**config.mk**
```make
export PLATFORM = sky130hd
export DESIGN_NAME = line_edit_receive_buffer
export DESIGN_NICKNAME = d
export VERILOG_FILES = /design/src/rtl/lerb_pkg.sv /design/src/rtl/lerb_front.sv /design/src/rtl/lerb_queue.sv /design/src/rtl/lerb_back.sv /design/src/rtl/line_edit_receive_buffer.sv
export SDC_FILE = /design/constraint.sdc
export NUM_CORES = 1
export LEC_CHECK = 0
export BUFFER_PORTS_ARGS = -buffer_cell sky130_fd_sc_hd__buf_2
export CAP_MARGIN = 20
export CELL_PAD_IN_SITES_DETAIL_PLACEMENT = 1
export CELL_PAD_IN_SITES_GLOBAL_PLACEMENT = 2
export CORE_ASPECT_RATIO = 1.5
export CORE_UTILIZATION = 46
export DETAILED_ROUTE_END_ITERATION = 12
export HOLD_SLACK_MARGIN = 0.08
export MAX_ROUTING_LAYER = met4
export PLACE_DENSITY = 0.82
export SLEW_MARGIN = 10
export SYNTH_ARGS = -nofsm -noshare
export SYNTH_HDL_FRONTEND = slang
export SYNTH_HIERARCHICAL = 1
export SYNTH_SLANG_ARGS = --single-unit
export TNS_END_PERCENT = 50
```
**constraint.sdc**
```tcl
create_clock -name clk -period 4.45 [get_ports clk]
set_clock_uncertainty 0.1 [all_clocks]
set_input_delay 0.6675 -clock clk [delete_from_list [all_inputs] [get_ports clk]]
set_output_delay 0.6675 -clock clk [all_outputs]
set_load 0.03 [all_outputs]
```
**src/rtl/lerb_pkg.sv**
```systemverilog
// Shared types and constants for the line edit receive buffer.
// Used by lerb_front, lerb_queue, lerb_back and line_edit_receive_buffer.
// No dependencies.
package lerb_pkg;

  localparam int BYTE_W  = 8;
  localparam int LIMIT_W = 7;
  localparam int COUNT_W = 7;

  localparam logic [BYTE_W-1:0] NL_CHAR = 8'h0A;
  localparam logic [BYTE_W-1:0] BS_CHAR = 8'h08;
  localparam logic [BYTE_W-1:0] SP_CHAR = 8'h20;

  typedef enum logic {
    MODE_RX   = 1'b0,
    MODE_READ = 1'b1
  } mode_t;

  typedef enum logic [1:0] {
    KIND_ECHO      = 2'd0,
    KIND_LINE      = 2'd1,
    KIND_EMPTY     = 2'd2,
    KIND_NOT_READY = 2'd3
  } kind_t;

  // Class of a command once the front end has decoded it
  typedef enum logic [1:0] {
    OP_CHAR = 2'd0,
    OP_NL   = 2'd1,
    OP_BS   = 2'd2,
    OP_READ = 2'd3
  } op_t;

  typedef enum logic [1:0] {
    S_IDLE = 2'd0,
    S_BS1  = 2'd1,
    S_BS2  = 2'd2,
    S_READ = 2'd3
  } back_state_t;

  typedef struct packed {
    logic               mode;
    logic [BYTE_W-1:0]  rx_byte;
    logic [LIMIT_W-1:0] read_limit;
  } item_t;

  typedef struct packed {
    kind_t              kind;
    logic [BYTE_W-1:0]  data_byte;
    logic [COUNT_W-1:0] byte_count;
    logic               last;
  } result_t;

  typedef struct packed {
    op_t                op;
    logic [BYTE_W-1:0]  data;
    logic [LIMIT_W-1:0] limit;
  } cmd_t;

endpackage

```
**src/rtl/lerb_front.sv**
```systemverilog
// Front end: takes input items, decodes them into commands and pushes
// them into the command queue. Depends on lerb_pkg.
module lerb_front (
  input  logic           clk,
  input  logic           rst,
  input  logic           start,
  input  lerb_pkg::item_t item,
  output logic           busy,
  output lerb_pkg::cmd_t cmd,
  output logic           push,
  input  logic           full
);
  import lerb_pkg::*;

  logic  valid;
  logic  valid_next;
  logic  take;
  cmd_t  cmd_dec;

  always_comb begin
    cmd_dec.data  = item.rx_byte;
    cmd_dec.limit = item.read_limit;
    if (item.mode == MODE_READ) begin
      cmd_dec.op = OP_READ;
    end else if (item.rx_byte == NL_CHAR) begin
      cmd_dec.op = OP_NL;
    end else if (item.rx_byte == BS_CHAR) begin
      cmd_dec.op = OP_BS;
    end else begin
      cmd_dec.op = OP_CHAR;
    end
  end

  assign push = valid && !full;
  assign busy = valid && full;
  assign take = start && !busy;

  always_comb begin
    valid_next = valid;
    if (take) begin
      valid_next = 1'b1;
    end else if (push) begin
      valid_next = 1'b0;
    end
  end

  always_ff @(posedge clk) begin
    if (rst) begin
      valid <= 1'b0;
    end else begin
      valid <= valid_next;
    end
  end

  always_ff @(posedge clk) begin
    if (take) begin
      cmd <= cmd_dec;
    end
  end

endmodule

```
**src/rtl/lerb_queue.sv**
```systemverilog
// Short command queue between the front end and the back end.
// Depends on lerb_pkg for the command type.
module lerb_queue #(
  parameter int QUEUE_DEPTH = 2
) (
  input  logic           clk,
  input  logic           rst,
  input  logic           push,
  input  lerb_pkg::cmd_t push_cmd,
  output logic           full,
  input  logic           pop,
  output lerb_pkg::cmd_t head,
  output logic           empty
);
  import lerb_pkg::*;

  localparam int PW = (QUEUE_DEPTH > 1) ? $clog2(QUEUE_DEPTH) : 1;
  localparam int CW = $clog2(QUEUE_DEPTH + 1);
  localparam logic [PW-1:0] LAST_PTR = PW'(QUEUE_DEPTH - 1);

  cmd_t          entries [QUEUE_DEPTH];
  logic [PW-1:0] wr_ptr;
  logic [PW-1:0] rd_ptr;
  logic [CW-1:0] count;
  logic          do_push;
  logic          do_pop;

  assign full    = (count == CW'(QUEUE_DEPTH));
  assign empty   = (count == '0);
  assign do_push = push && !full;
  assign do_pop  = pop && !empty;
  assign head    = entries[rd_ptr];

  always_ff @(posedge clk) begin
    if (rst) begin
      wr_ptr <= '0;
      rd_ptr <= '0;
      count  <= '0;
    end else begin
      if (do_push) begin
        wr_ptr <= (wr_ptr == LAST_PTR) ? '0 : wr_ptr + PW'(1);
      end
      if (do_pop) begin
        rd_ptr <= (rd_ptr == LAST_PTR) ? '0 : rd_ptr + PW'(1);
      end
      case ({do_push, do_pop})
        2'b10:   count <= count + CW'(1);
        2'b01:   count <= count - CW'(1);
        default: count <= count;
      endcase
    end
  end

  always_ff @(posedge clk) begin
    if (do_push) begin
      entries[wr_ptr] <= push_cmd;
    end
  end

  a_no_push_full: assert property (@(posedge clk) disable iff (rst)
    push |-> !full) else $error("queue push while full");
  a_no_pop_empty: assert property (@(posedge clk) disable iff (rst)
    pop |-> !empty) else $error("queue pop while empty");
  a_count_range: assert property (@(posedge clk) disable iff (rst)
    count <= CW'(QUEUE_DEPTH)) else $error("queue count out of range");

endmodule

```
**src/rtl/lerb_back.sv**
```systemverilog
// Back end: owns the line store, fill index and ready mark, and turns
// queued commands into echo, line and status results. Depends on lerb_pkg.
module lerb_back #(
  parameter int LINE_DEPTH = 64
) (
  input  logic              clk,
  input  logic              rst,
  input  lerb_pkg::cmd_t    cmd,
  input  logic              empty,
  output logic              pop,
  output logic              strobe,
  output lerb_pkg::result_t result
);
  import lerb_pkg::*;

  localparam int AW = $clog2(LINE_DEPTH);
  localparam int CW = $clog2(LINE_DEPTH + 1);

  logic [BYTE_W-1:0] line_mem [LINE_DEPTH];
  logic [BYTE_W-1:0] rdata;

  back_state_t   state;
  back_state_t   state_next;
  logic [CW-1:0] fill;
  logic [CW-1:0] fill_next;
  logic          ready;
  logic          ready_next;
  logic [CW-1:0] n;
  logic [CW-1:0] n_next;
  logic [AW-1:0] idx;
  logic [AW-1:0] idx_next;
  logic [AW-1:0] rd_addr;
  logic          wr_en;
  logic          strobe_next;
  result_t       result_next;

  logic               store_full;
  logic               bs_erase;
  logic               idx_last;
  logic [COUNT_W-1:0] fill_ext;
  logic [COUNT_W-1:0] n_calc;

  assign store_full = (fill >= CW'(LINE_DEPTH));
  assign bs_erase   = (cmd.op == OP_BS) && (fill != '0);
  assign idx_last   = ((CW'(idx) + CW'(1)) == n);
  assign fill_ext   = COUNT_W'(fill);
  assign n_calc     = (fill_ext < cmd.limit) ? fill_ext : cmd.limit;

  // Next state
  always_comb begin
    state_next = state;
    case (state)
      S_IDLE: begin
        if (!empty) begin
          if (cmd.op == OP_READ) begin
            if (ready && (n_calc != '0)) begin
              state_next = S_READ;
            end
          end else if (!store_full && bs_erase) begin
            state_next = S_BS1;
          end
        end
      end
      S_BS1:   state_next = S_BS2;
      S_BS2:   state_next = S_IDLE;
      S_READ: begin
        if (idx_last) begin
          state_next = S_IDLE;
        end
      end
      default: state_next = S_IDLE;
    endcase
  end

  // Outputs and datapath updates
  always_comb begin
    pop         = 1'b0;
    wr_en       = 1'b0;
    rd_addr     = '0;
    fill_next   = fill;
    ready_next  = ready;
    n_next      = n;
    idx_next    = idx;
    strobe_next = 1'b0;
    result_next = '0;
    case (state)
      S_IDLE: begin
        if (!empty) begin
          pop = 1'b1;
          if (cmd.op == OP_READ) begin
            if (!ready) begin
              strobe_next      = 1'b1;
              result_next.kind = KIND_NOT_READY;
              result_next.last = 1'b1;
            end else begin
              ready_next = 1'b0;
              fill_next  = '0;
              if (n_calc == '0) begin
                strobe_next      = 1'b1;
                result_next.kind = KIND_EMPTY;
                result_next.last = 1'b1;
              end else begin
                n_next   = CW'(n_calc);
                idx_next = '0;
              end
            end
          end else if (!store_full) begin
            strobe_next      = 1'b1;
            result_next.kind = KIND_ECHO;
            if (bs_erase) begin
              result_next.data_byte = BS_CHAR;
              fill_next             = fill - CW'(1);
            end else begin
              result_next.data_byte = cmd.data;
              result_next.last      = 1'b1;
              wr_en                 = 1'b1;
              fill_next             = fill + CW'(1);
              if (cmd.op == OP_NL) begin
                ready_next = 1'b1;
              end
            end
          end
        end
      end
      S_BS1: begin
        strobe_next           = 1'b1;
        result_next.kind      = KIND_ECHO;
        result_next.data_byte = SP_CHAR;
      end
      S_BS2: begin
        strobe_next           = 1'b1;
        result_next.kind      = KIND_ECHO;
        result_next.data_byte = BS_CHAR;
        result_next.last      = 1'b1;
      end
      S_READ: begin
        strobe_next            = 1'b1;
        result_next.kind       = KIND_LINE;
        result_next.data_byte  = rdata;
        result_next.byte_count = COUNT_W'(n);
        result_next.last       = idx_last;
        idx_next               = idx + AW'(1);
        // prefetch the following entry; rdata is the registered read of rd_addr
        rd_addr                = idx_last ? '0 : idx + AW'(1);
      end
      default: begin
        strobe_next = 1'b0;
      end
    endcase
  end

  always_ff @(posedge clk) begin
    if (rst) begin
      state  <= S_IDLE;
      fill   <= '0;
      ready  <= 1'b0;
      strobe <= 1'b0;
    end else begin
      state  <= state_next;
      fill   <= fill_next;
      ready  <= ready_next;
      strobe <= strobe_next;
    end
  end

  always_ff @(posedge clk) begin
    n      <= n_next;
    idx    <= idx_next;
    result <= result_next;
  end

  always_ff @(posedge clk) begin
    if (wr_en) begin
      line_mem[fill[AW-1:0]] <= cmd.data;
    end
    rdata <= line_mem[rd_addr];
  end

  a_fill_bound: assert property (@(posedge clk) disable iff (rst)
    fill <= CW'(LINE_DEPTH)) else $error("fill index past line depth");
  a_read_range: assert property (@(posedge clk) disable iff (rst)
    (state == S_READ) |-> (n != '0) && (CW'(idx) < n))
    else $error("read index outside line");
  a_bs_seq: assert property (@(posedge clk) disable iff (rst)
    (state == S_BS1) |=> (state == S_BS2) && strobe
      && (result.data_byte == SP_CHAR))
    else $error("backspace echo sequence broken");
  a_strobe_cause: assert property (@(posedge clk) disable iff (rst)
    strobe |-> $past(pop) || $past(state != S_IDLE))
    else $error("result without a command");
  a_read_clears: assert property (@(posedge clk) disable iff (rst)
    (state == S_READ) |-> (fill == '0) && !ready)
    else $error("line state not cleared during read");

endmodule

```
**src/rtl/line_edit_receive_buffer.sv**
```systemverilog
// Line edit receive buffer: serial line editor with backspace echo.
// Top level; ties lerb_front, lerb_queue and lerb_back. Depends on lerb_pkg.
//
//   channel   handshake            payload   direction
//   command   start / busy         item      in
//   result    strobe (one cycle)   result    out
//
// A received byte is echoed, or dropped while the line store is full; a
// backspace that erases echoes backspace, space, backspace; a read of n
// bytes gives n line results via the back-end sequencer and registered
// line store read port. Items pass the front register and queue first.
// Reset clears the queue, fill index, ready mark and sequencer; the line
// store is not cleared. busy rises only while the queue and the front
// register are both full; results cannot be stalled.
module line_edit_receive_buffer #(
  parameter int LINE_DEPTH  = 64,
  parameter int QUEUE_DEPTH = 2
) (
  input  logic              clk,
  input  logic              rst,
  input  logic              start,
  output logic              busy,
  input  lerb_pkg::item_t   item,
  output logic              strobe,
  output lerb_pkg::result_t result
);
  import lerb_pkg::*;

  cmd_t front_cmd;
  cmd_t head_cmd;
  logic push;
  logic full;
  logic pop;
  logic empty;

  lerb_front u_front (
    .clk   (clk),
    .rst   (rst),
    .start (start),
    .item  (item),
    .busy  (busy),
    .cmd   (front_cmd),
    .push  (push),
    .full  (full)
  );

  lerb_queue #(
    .QUEUE_DEPTH (QUEUE_DEPTH)
  ) u_queue (
    .clk      (clk),
    .rst      (rst),
    .push     (push),
    .push_cmd (front_cmd),
    .full     (full),
    .pop      (pop),
    .head     (head_cmd),
    .empty    (empty)
  );

  lerb_back #(
    .LINE_DEPTH (LINE_DEPTH)
  ) u_back (
    .clk    (clk),
    .rst    (rst),
    .cmd    (head_cmd),
    .empty  (empty),
    .pop    (pop),
    .strobe (strobe),
    .result (result)
  );

endmodule

```
==> summary.md <==
| Metric | Value |
|---|---|
| Layout cells sized above 1 | 15.1% |
| Hold WC Path Type | in2reg |
| Synth Register Bits | 619 |
| Post-CTS Setup Bufs | 0 |
| Max Cap Viol | 0 |
| Post-synthesis cell type count | 81 |
| Total number of vias | 16000 |
| Worst-Margin Slew | 1.09 ns |
| Die Ht | 285 µm |
| Die area | 54300 µm² |
| Final WS setup | 0.139 ns |
| CTS tree | yes |
| Fmax | 232 MHz |
| Hold Vio Cnt, Final | 0 |
| LEAKAGE | 9.50 nW |
| RSZ-0062 raised after global routing | false |
| Cell count after synthesis | 1730 |
| Clock Sinks | 619 |
| Clock transition at path regs | 0.07 ns |
| Slowest cell on crit path | a211oi_1 |
| CP Launch Type | flop |
| Final Wtd Congestion | 0.965 |
| Largest net degree at the start of global routing | 86 |
| Clock root cell | clkbuf_16 |
| Clk_lat worst skew | 0.62 ns |
| Max-slew violation count | 0 |
| Post-Syn Area per Cell | 14.2 µm² |
| Initial antenna violation count | 1 |
| Area growth, synth to finish | 14.0% |
| Largest family of logic cells by synthesized area | simple AND/OR/NAND/NOR gates |
| Slowest stage delay, CP | 0.80 ns |
| TritonCTS Buffers | 55 |
| Yosys warning total | 6 |
| # DRC | 0 |
| Critical Path Fanout Max | 13 |
| Status | complete, no violations |
| Crit path max-delay family | compound AO/OA/AOI/OAI gates |
| PostCTS Resize Cnt | 0 |
| Wirelength per Cell | 29.8 µm |
| Synth area leaders | edfxtp_1 (70%), nand2_1 (4.2%), dfxtp_1 (3.5%) |
| Port-buffer cells | 38 |
| Antenna-violating nets left | 0 |
| Register area share after synthesis | 74.0% |
| Post-synth top area share | 70.5% |
| Dominant synthesized flop cell | edfxtp_1 |
| First-pass GRT wire length | 112 mm |
| Area leader, netlist | edfxtp_1 |
| Worst slack at placement | 0.278 ns |
| TNS Setup | 0 ns |
| Die X-Extent | 191 µm |
| Initial DRC count | 1490 |
| Number of flops mapped to enable cells by yosys | 576 |
| CTS Hold Buffers Added | 0 |
| Core region area | 52700 µm² |
| GR Overflow Total | 0 |
| Post-synthesis adder-cell area fraction | 0.744% |
| # setup viols final | 0 |
| Synth Area in Simple Gates | 10.4% |
| PD cells | 467 nW/µm² |
| Netlist Area Pre-Place | 24500 µm² |
| Initial Util | 46.6% |
| Final wirelength | 76.8 mm |
| Site Rows | 103 |
| Final Critical Period | 4.31 ns |
| Hpwl dp | 50.6 mm |
| FFs w/ async S/R, synth | 0% |
| Mapped Nets | 1763 |
| Maximum vdd drop | 408 µV |
| Fin crit share | 96.9% |
| Synth Area in XOR/XNOR | 0.943% |
| Tot GR Track Use | 29.6% |
| CTS max path bufs | 3 |
| Worst setup EP type | flop |
| Worst path required time | 4.81 ns |
| Commonest non-fill, non-tap cells in the layout | edfxtp_1 (576), nand2_1 (275), nor2_1 (140), buf_4 (103), o21ai_0 (68) |
| H-tree depth | 2 |
| Nets | 1877 |
| Via density | 6.23 |
| I/O pin count | 39 |
| CP cell instances | and2_1, nand2b_4, clkinv_2, nand2_1, a31oi_2, nand2_1, buf_4, o221ai_1, a31oi_1, a211oi_1, o22ai_1 |
| Commonest non-fill, non-tap cell in the layout | edfxtp_1 |
| Tightest slew margin relative to the limit | 27.3% |
| CP dominant cell by count | nand2_1 |
| Mux cell area share after synthesis | 2.76% |
| WP buf/inv | 2 |
| Compound-cell area share of the yosys netlist | 9.21% |
| Critical Path AT | 4.67 ns |
| Vias in the first global route | 16800 |
| DR pass1 iterations | 5 |
| Critical path class | reg2reg |
synth_stat cells (4+ instances only):
cell type and number:
and3_1 21, buf_1 6, a22oi_1 7, and2_1 5, clkbuf_1 52, a21o_1 9, dfxtp_1 43, o211ai_1 10
a221o_1 4, mux2i_1 26, a21oi_1 53, a221oi_1 5, o22ai_1 36, ha_1 13, nor4_1 15, mux2_2 14
or3_1 9, nand3_1 52, mux2_1 7, o311ai_0 6, inv_1 16, nor2b_1 6, buf_2 26, a22o_1 6
a211oi_1 11, nor3_1 34, a311oi_1 5, o221ai_1 39, nand3b_1 4, edfxtp_1 576, nor2_1 140, xnor2_1 8
xor2_1 6, nand2_1 276, mux4_2 8, o21ai_0 68, a31oi_1 39
area by class of cell:
class / count / area (µm²)
flip-flops and latches: 619 / 18200
multi-input cells: 1002 / 5960
fillers: 5077 / 24700
inverters: 20 / 76.3
clock buffers: 62 / 1420
clock inverters: 41 / 447
repair buffers: 146 / 1050
well taps: 682 / 853
diodes: 1 / 2.50
flip-flops by register name, summed over array words and instances (netlist names), named ones only:
name	flops
u_back/state	2
u_front/cmd	17
u_back/ready	1
u_queue/rd_ptr	1
u_back/n	7
u_queue/count	2
u_back/rdata	8
u_back/idx	6
u_front/valid	1
u_queue/entries	34
u_back/line_mem	512
u_back/strobe	1
u_back/result	18
u_queue/wr_ptr	1
u_back/fill	7
report_power, final:
group          internal (mW)  total, mW  switching, mW
Clock                   2.78       4.97           2.19
Combinational          0.309       1.22          0.915
Sequential              6.77       6.86         0.0843
per-stage QoR:
step,area (µm²),utilization (%),std cells,hold slack [ns],power [mW]
final,28000,53.1,2573,0.143,13.1
after global routing,28000,53.1,2573,0.126,13.4
after CTS,28000,53.1,2571,0.123,13.1
after detailed placement,26100,49.5,2468,0.335,8.19
after global placement,26100,49.5,2468,0.322,8.14
after floorplan,24500,-,1730,0.321,7.57
cell families after synthesis:
family | after synthesis
AO/OA/AOI/OAI | 332
XOR/XNOR | 19
adder cells (fa/ha/maj) | 14
buffers and inverters | 109
flip-flops | 619
multiplexers | 55
AND/OR/NAND/NOR | 582
path summary, 6_finish.rpt:
| check | cells past startpoint | slack, ns | from | to |
|---|---|---|---|---|
| worst max-delay path | 11 | 0.14 | u_back/state[0]$_SDFFE_PP0P_ | u_back/rdata[7]$_DFF_P_ |
| worst min-delay path | 1 | 0.14 | item[1] | u_front/cmd[1]$_DFFE_PP_ |
| worst max register to register | 11 | 0.14 | u_back/state[0]$_SDFFE_PP0P_ | u_back/rdata[7]$_DFF_P_ |
| worst min register to register | 0 | 0.35 | u_front/cmd[8]$_DFFE_PP_ | u_queue/entries[0][8]$_DFFE_PP_ |
routing by layer:
metal	global-route usage (%)	part of all wire [%]	routed length, µm	up-vias
met1	32.6	34	26500	8170
li1	-	-	-	6847
met2	50.9	52	39700	739
met3	4.04	6.7	5140	261
met4	17.2	7.1	5440	0
met5	-	0	0	-
(Power assumes the default switching activity.)
